`src/rtl/trr_pkg.sv`:
```
// shared widths and types for the triangle radius ratio quality pipeline
`timescale 1ns / 1ps
`default_nettype none
package trr_pkg;

    localparam int COORD_W   = 32;
    localparam int DIFF_W    = COORD_W + 1;
    localparam int PROD_W    = 2 * DIFF_W;
    localparam int SQ_W      = PROD_W;
    localparam int LEN_W     = SQ_W / 2;
    localparam int NUM_W     = LEN_W + 1;
    localparam int SNUM_W    = LEN_W + 2;
    localparam int INT_FRAC  = 30;
    localparam int RATIO_W   = INT_FRAC + 2;
    localparam int DIV_STEPS = RATIO_W;
    localparam int QFRAC     = 16;
    localparam int Q_W       = QFRAC + 1;
    localparam int P1_W      = 2 * RATIO_W - INT_FRAC;
    localparam int P2_W      = P1_W + RATIO_W - INT_FRAC;
    localparam int SQRT_LAT  = LEN_W;
    localparam int DIV_LAT   = DIV_STEPS + 2;

    typedef struct packed {
        logic valid;
        logic zero;
        logic col;
    } front_flags_t;

    typedef struct packed {
        logic valid;
        logic zero;
        logic kill;
    } back_flags_t;

endpackage
`default_nettype wire

```
`src/rtl/trr_div.sv`:
```
// pipelined restoring divider giving (num << 30) / den saturated to 2.0
`timescale 1ns / 1ps
`default_nettype none
module trr_div
    import trr_pkg::*;
(
    input  wire logic               clk,
    input  wire logic [NUM_W-1:0]   num,
    input  wire logic [LEN_W-1:0]   den,
    output logic      [RATIO_W-1:0] ratio
);

    localparam logic [RATIO_W-1:0] TWO = RATIO_W'(2) << INT_FRAC;

    logic [LEN_W-1:0]   rem_q [0:DIV_STEPS];
    logic [RATIO_W-1:0] low_q [0:DIV_STEPS];
    logic [RATIO_W-1:0] quo_q [0:DIV_STEPS];
    logic [LEN_W-1:0]   den_q [0:DIV_STEPS];
    logic               sat_q [0:DIV_STEPS];
    logic [RATIO_W-1:0] ratio_reg;

    // quotient of four or more cannot fit the 32 result bits
    always_ff @(posedge clk)
    begin
        sat_q[0] <= {1'b0, num} >= {den, 2'b00};
        rem_q[0] <= LEN_W'(num >> 2);
        low_q[0] <= {num[1:0], {(RATIO_W-2){1'b0}}};
        quo_q[0] <= '0;
        den_q[0] <= den;
    end

    for (genvar k = 1; k <= DIV_STEPS; k++) begin : g_step
        logic [LEN_W:0] remx;
        logic           ge;

        assign remx = {rem_q[k-1], low_q[k-1][RATIO_W-1]};
        assign ge   = remx >= {1'b0, den_q[k-1]};

        always_ff @(posedge clk)
        begin
            rem_q[k] <= ge ? LEN_W'(remx - {1'b0, den_q[k-1]}) : LEN_W'(remx);
            low_q[k] <= low_q[k-1] << 1;
            quo_q[k] <= {quo_q[k-1][RATIO_W-2:0], ge};
            den_q[k] <= den_q[k-1];
            sat_q[k] <= sat_q[k-1];
        end
    end

    always_ff @(posedge clk)
    begin
        if (sat_q[DIV_STEPS] || quo_q[DIV_STEPS] > TWO)
            ratio_reg <= TWO;
        else
            ratio_reg <= quo_q[DIV_STEPS];
    end

    assign ratio = ratio_reg;

endmodule
`default_nettype wire

```
`config.mk`:
```
export PLATFORM = sky130hd
export DESIGN_NAME = trr_div
export DESIGN_NICKNAME = d
export VERILOG_FILES = /design/src/rtl/trr_pkg.sv /design/src/rtl/trr_div.sv
export SDC_FILE = /design/constraint.sdc
export NUM_CORES = 2
export LEC_CHECK = 0
export BUFFER_PORTS_ARGS = -buffer_cell sky130_fd_sc_hd__buf_2
export CAP_MARGIN = 0
export CORE_MARGIN = 4
export CORE_UTILIZATION = 31
export CTS_BUF_LIST = sky130_fd_sc_hd__clkbuf_4 sky130_fd_sc_hd__clkbuf_8 sky130_fd_sc_hd__clkbuf_16
export CTS_CLUSTER_SIZE = 40
export DETAILED_ROUTE_END_ITERATION = 8
export HOLD_SLACK_MARGIN = 0.1
export PLACE_DENSITY = 0.42
export SYNTH_ARGS = -nofsm -noshare
export SYNTH_HDL_FRONTEND = slang
export SYNTH_MEMORY_MAX_BITS = 65536
export SYNTH_SLANG_ARGS = --single-unit
```
`constraint.sdc`:
```
create_clock -name clk -period 4.5 [get_ports clk]
set_input_delay 0.225 -clock clk [delete_from_list [all_inputs] [get_ports clk]]
set_output_delay 0.225 -clock clk [all_outputs]
set_load 0.02 [all_outputs]
```
### Yosys cells after proc, flatten, opt, wreduce, memory -nomap -nowiden

Memory sizes are Yosys's and may differ from the RTL's.
Cells that the tools add are included.

* add/subtract/negate cells: 32
* order comparisons: 34
* multiplexer cells: 32
* reduce and logical (&&, ||, !) cells: 1

Operators with widths (number)
* $ge A34 B33 Y1: 32
* $mux W33: 32
* $sub A33 B33 Y33: 32
* $ge A34 B35 Y1: 1
* $gt A32 B32 Y1 const B: 1
* $logic_or A1 B1 Y1: 1

* flip-flop bits (word level): 32
* bits in writable memories: 4290
* input bits: 68
* output and inout port bits: 32
* word-level logic and storage cells: 105
* memories kept: 5

Memories
* den_q: words 33, width 33, read ports 32, clocked after Yosys merged registers in 0, write ports 33, line trr_div.sv:18 `logic [LEN_W-1:0] den_q [0:DIV_STEPS];`
* rem_q: words 33, width 33, read ports 32, clocked after Yosys merged registers in 0, write ports 33, line trr_div.sv:15 `logic [LEN_W-1:0] rem_q [0:DIV_STEPS];`
* quo_q: words 33, width 32, read ports 33, clocked after Yosys merged registers in 0, write ports 33, line trr_div.sv:17 `logic [RATIO_W-1:0] quo_q [0:DIV_STEPS];`
* low_q: words 33, width 31, read ports 32, clocked after Yosys merged registers in 0, write ports 33, line trr_div.sv:16 `logic [RATIO_W-1:0] low_q [0:DIV_STEPS];`
* sat_q: words 33, width 1, read ports 33, clocked after Yosys merged registers in 0, write ports 33, line trr_div.sv:19 `logic sat_q [0:DIV_STEPS];`

### Depth between registers and ports, before layout

An unclocked memory read counts as a cell.

* depth in word-level cells: 3
* gate-level depth with buffers: 16
* mapped depth without buffers: 15

### Worst setup path before layout

Ideal clock, no wire load.

* kind: reg2reg
* from: memory rem_q[0][297] (netlist name)
* to: memory rem_q[0][335] (netlist name)
* library setup time: 0.121 ns
* arrival: 3.197 ns
* required time: 4.379 ns
* setup slack: 1.182 ns
* cell stages (with the launch flop): 16
* path buffers: 2
* clock period less this slack: 3.318 ns
* cells stage by stage: dfxtp_1 -> inv_1 -> fa_1 -> nand2b_1 -> a211oi_1 -> nor3_1 -> o22ai_1 -> o2111ai_1 -> a31o_2 -> a21o_1 -> a21o_1 -> nand3_1 -> a311o_1 -> buf_2 -> buf_2 -> mux2_2

RTL lines (line)
* start, declared: trr_div.sv:15

==> impl_metrics.ini <==
[floorplanning]
die_y_um = 634
io_pins = 100
start_util = 0.312
die_w_um = 634
rows = 229
die-area_mm2 = 0.402
core_area_mm2 = 0.390

[routing]
drt_wl_total_um = 334000
drtIter0Drc = 4890
vias = 88900
firstDrtPassIters = 6
drc = 0
wl_per_cell_um = 17.8
routed_via_density = 4.75
ant_nets = 0

[final_layout]
largest_reg_flops = 1056
top_register = den_q
fin_nets = 14500
syn2layout_area_growth_pct = 16.1
layout-drive-gt1-share = 0.0942
final_area_mm2 = 0.141
top_regs = den_q x1056, rem_q x1055, quo_q x528

[yosys]
synth_edf_count = 0
ys_ff_latch = 2707
ys_types = 101
synth-main-ff-cell = dfxtp_1
syn-instance-count = 12900
ys_seq_area_frac = 0.446
synth_area_mm2 = 0.121
async_flop_share = 0
syn_avg_cell_area_um2 = 9.40
syn-num-nets = 14100
ys.warnings.count = 0

[power_and_ir_drop]
p_leak_nw = 64.5
total_power_mw = 120
power_density_mw_per_mm2 = 850
vdd_drop_max_mv = 0.351

[hold_path]
hp-class = in -> reg

[timing]
setup-tns-final_ns = 0
hold_ws_ns = 0.259
timing.final.max_slew_violations = 0
hold_viol_final = 0
period_needed_ns = 4.16
worstMarginPinSlew_ns = 1.24
period_share = 0.925
layout_setup_ws_ns = 0.336
slew_headroom = 0.159
timing.fmax_mhz = 240
rsz0062_at_grt = false
skew_ns = 0.0728
finalSetupViolations = 0

[clocking]
htree_levels = 5
path_clk_slew_ns = 0.06
cts_inserted_buffers = 323
clk-insertion-delay-late_ns = 0.94
cts_root_buf = clkbuf_16
cts_tree = built
cts.sinks = 2707
clock_path_buffers = 4
postCtsSetupBuffers = 0

[placement]
place_worst_setup_slack_ns = 0.403
gp_congestion = 0.869
place_area_mm2 = 0.128
dpl.hpwl_um = 267000
io_buffers = 99

[global_route]
grt_usage = 0.161
grt_pass1_vias = 89700
grt_max_degree = 67
grt.overflow.total = 0
grt_first_pass_wirelength_um = 515000
antenna_found_initial = 10

[setup_path]
cp.arrival_ns = 4.92
critPathRequiredTime_ns = 5.25
timing_worst_setup_path_type = reg -> reg
cp-end-kind = register
critPathLaunchType = register
path_max_fanout = 33

[outcome]
outcome = finished, final reports clean

[run]
drv_cap = 0
-- Yosys cell counts, drive strengths merged, types with 17 or more instances --
cell,number,area share
xor2,378,0.027
a221oi,20,0.0016
and2,95,0.0049
xnor2,524,0.038
o211ai,31,0.0019
ha,1087,0.11
o31ai,76,0.0048
a311oi,19,0.0016
nand2,991,0.031
and4,23,0.0017
o211a,19,0.0016
nand2b,156,0.0080
nor3,108,0.0046
a21boi,31,0.0019
nor4,37,0.0019
a211oi,73,0.0047
inv,1340,0.041
a31oi,95,0.0049
a31o,22,0.0016
or3,39,0.0020
o31a,18,0.0013
o41ai,26,0.0020
mux2,411,0.038
dfxtp,2707,0.45
fa,31,0.0051
nand4,173,0.0089
o21ai,940,0.039
a21oi,1030,0.042
o21a,115,0.0071
a211o,17,0.0012
buf,83,0.0038
a21o,541,0.033
a41oi,31,0.0022
nor2b,153,0.0079
or2,30,0.0015
and3,82,0.0042
clkbuf,223,0.0069
nor2,602,0.019
nand3,176,0.0073
o21bai,146,0.0090
-- placed cells by master, fill, tap and decap left out, types with 36 or more instances in the layout --
cell type and count:
clkbuf_16 325, and3_1 82, dlygate4sd3_1 134, buf_4 73, inv_1 1339, nand2b_1 156
o21a_1 114, a31oi_1 95, a211oi_1 70, o21ai_0 925, nand2_1 989, nor2_1 601
a21oi_1 1028, xor2_1 378, clkbuf_8 60, xnor2_1 524, a21o_1 538, buf_2 99
nor2b_1 153, o21bai_1 146, clkbuf_4 49, nand4_1 173, and2_1 95, dfxtp_1 2707
o31ai_1 72, mux2_2 383, clkinv_2 48, or3_1 38, ha_1 1087, bufinv_16 37
nor3_1 104, nand3_1 174, nor4_1 36
-- worst max-delay path, stage by stage (launching register included) --
cell      delay [ns]
dfxtp_1         0.31
inv_1           0.05
ha_1            0.16
inv_1           0.07
fa_1            0.39
a21oi_1         0.23
o22ai_1         0.16
o41a_1          0.40
o311ai_1        0.50
o21ai_0         0.39
a21o_1          0.29
a31oi_1         0.27
o21ai_4         0.25
buf_12          0.24
mux2_2          0.29
-- kinds of logic after synthesis --
| logic type | after synthesis | share of synthesized area |
|---|---|---|
| buf+inv | 1646 | 0.0522 |
| compound gates | 3393 | 0.173 |
| fa+ha+maj | 1118 | 0.117 |
| mux | 426 | 0.0394 |
| xor+xnor | 902 | 0.0651 |
| flops | 2707 | 0.446 |
| simple gates | 2727 | 0.106 |
-- metrics by stage --
| stage | instances | util |
|---|---|---|
| floorplan | 12900 | - |
| global placement | 18000 | 0.329 |
| detailed placement | 18000 | 0.329 |
| CTS | 18700 | 0.362 |
| global route | 18700 | 0.362 |
| finish | 18700 | 0.362 |
-- timing repair --
item / CTS / global route
endpoints found under the hold margin: 68 / 0
hold buffers: 134 / 0
setup endpoints to repair: 0 / 0
resized for setup: 0 / 0
-- final cells by class --
cell class                      instances  area, um2
Clock buffer                          434       9330
Fill cell                           39300     249000
Timing Repair Buffer                  327       2810
Sequential cell                      2707      54200
Antenna cell                            6       15.0
Tap cell                             5197       6500
Inverter                             1340       5030
Clock inverter                        145       2080
Multi-Input combinational cell       8566      61000
-- report_power, final --
group | leakage (nW) | switching [mW] | internal (mW)
combinational | 36.1 | 30.6 | 24.6
clock | 5.62 | 10.5 | 16.8
sequential | 22.8 | 5.11 | 32.3
-- layer usage --
layer,up-vias,part of all wire,GRT usage
met5,-,0,0
met1,41600,0.44,0.197
met4,0,0.032,0.0521
li1,45200,-,-
met2,1552,0.50,0.293
met3,526,0.034,0.0189
-- worst paths after layout --
check / start / to / slack [ns] / depth (start not counted)
setup / recovery: low_q[0][30] / rem_q[0][39] / 0.34 / 14
hold / removal: den[32] / sat_q[0][0] / 0.26 / 3
setup reg to reg: low_q[0][30] / rem_q[0][39] / 0.34 / 14
hold reg to reg: quo_q[1][47] / quo_q[1][80] / 0.26 / 0
Power figures use the tool's default switching activity.
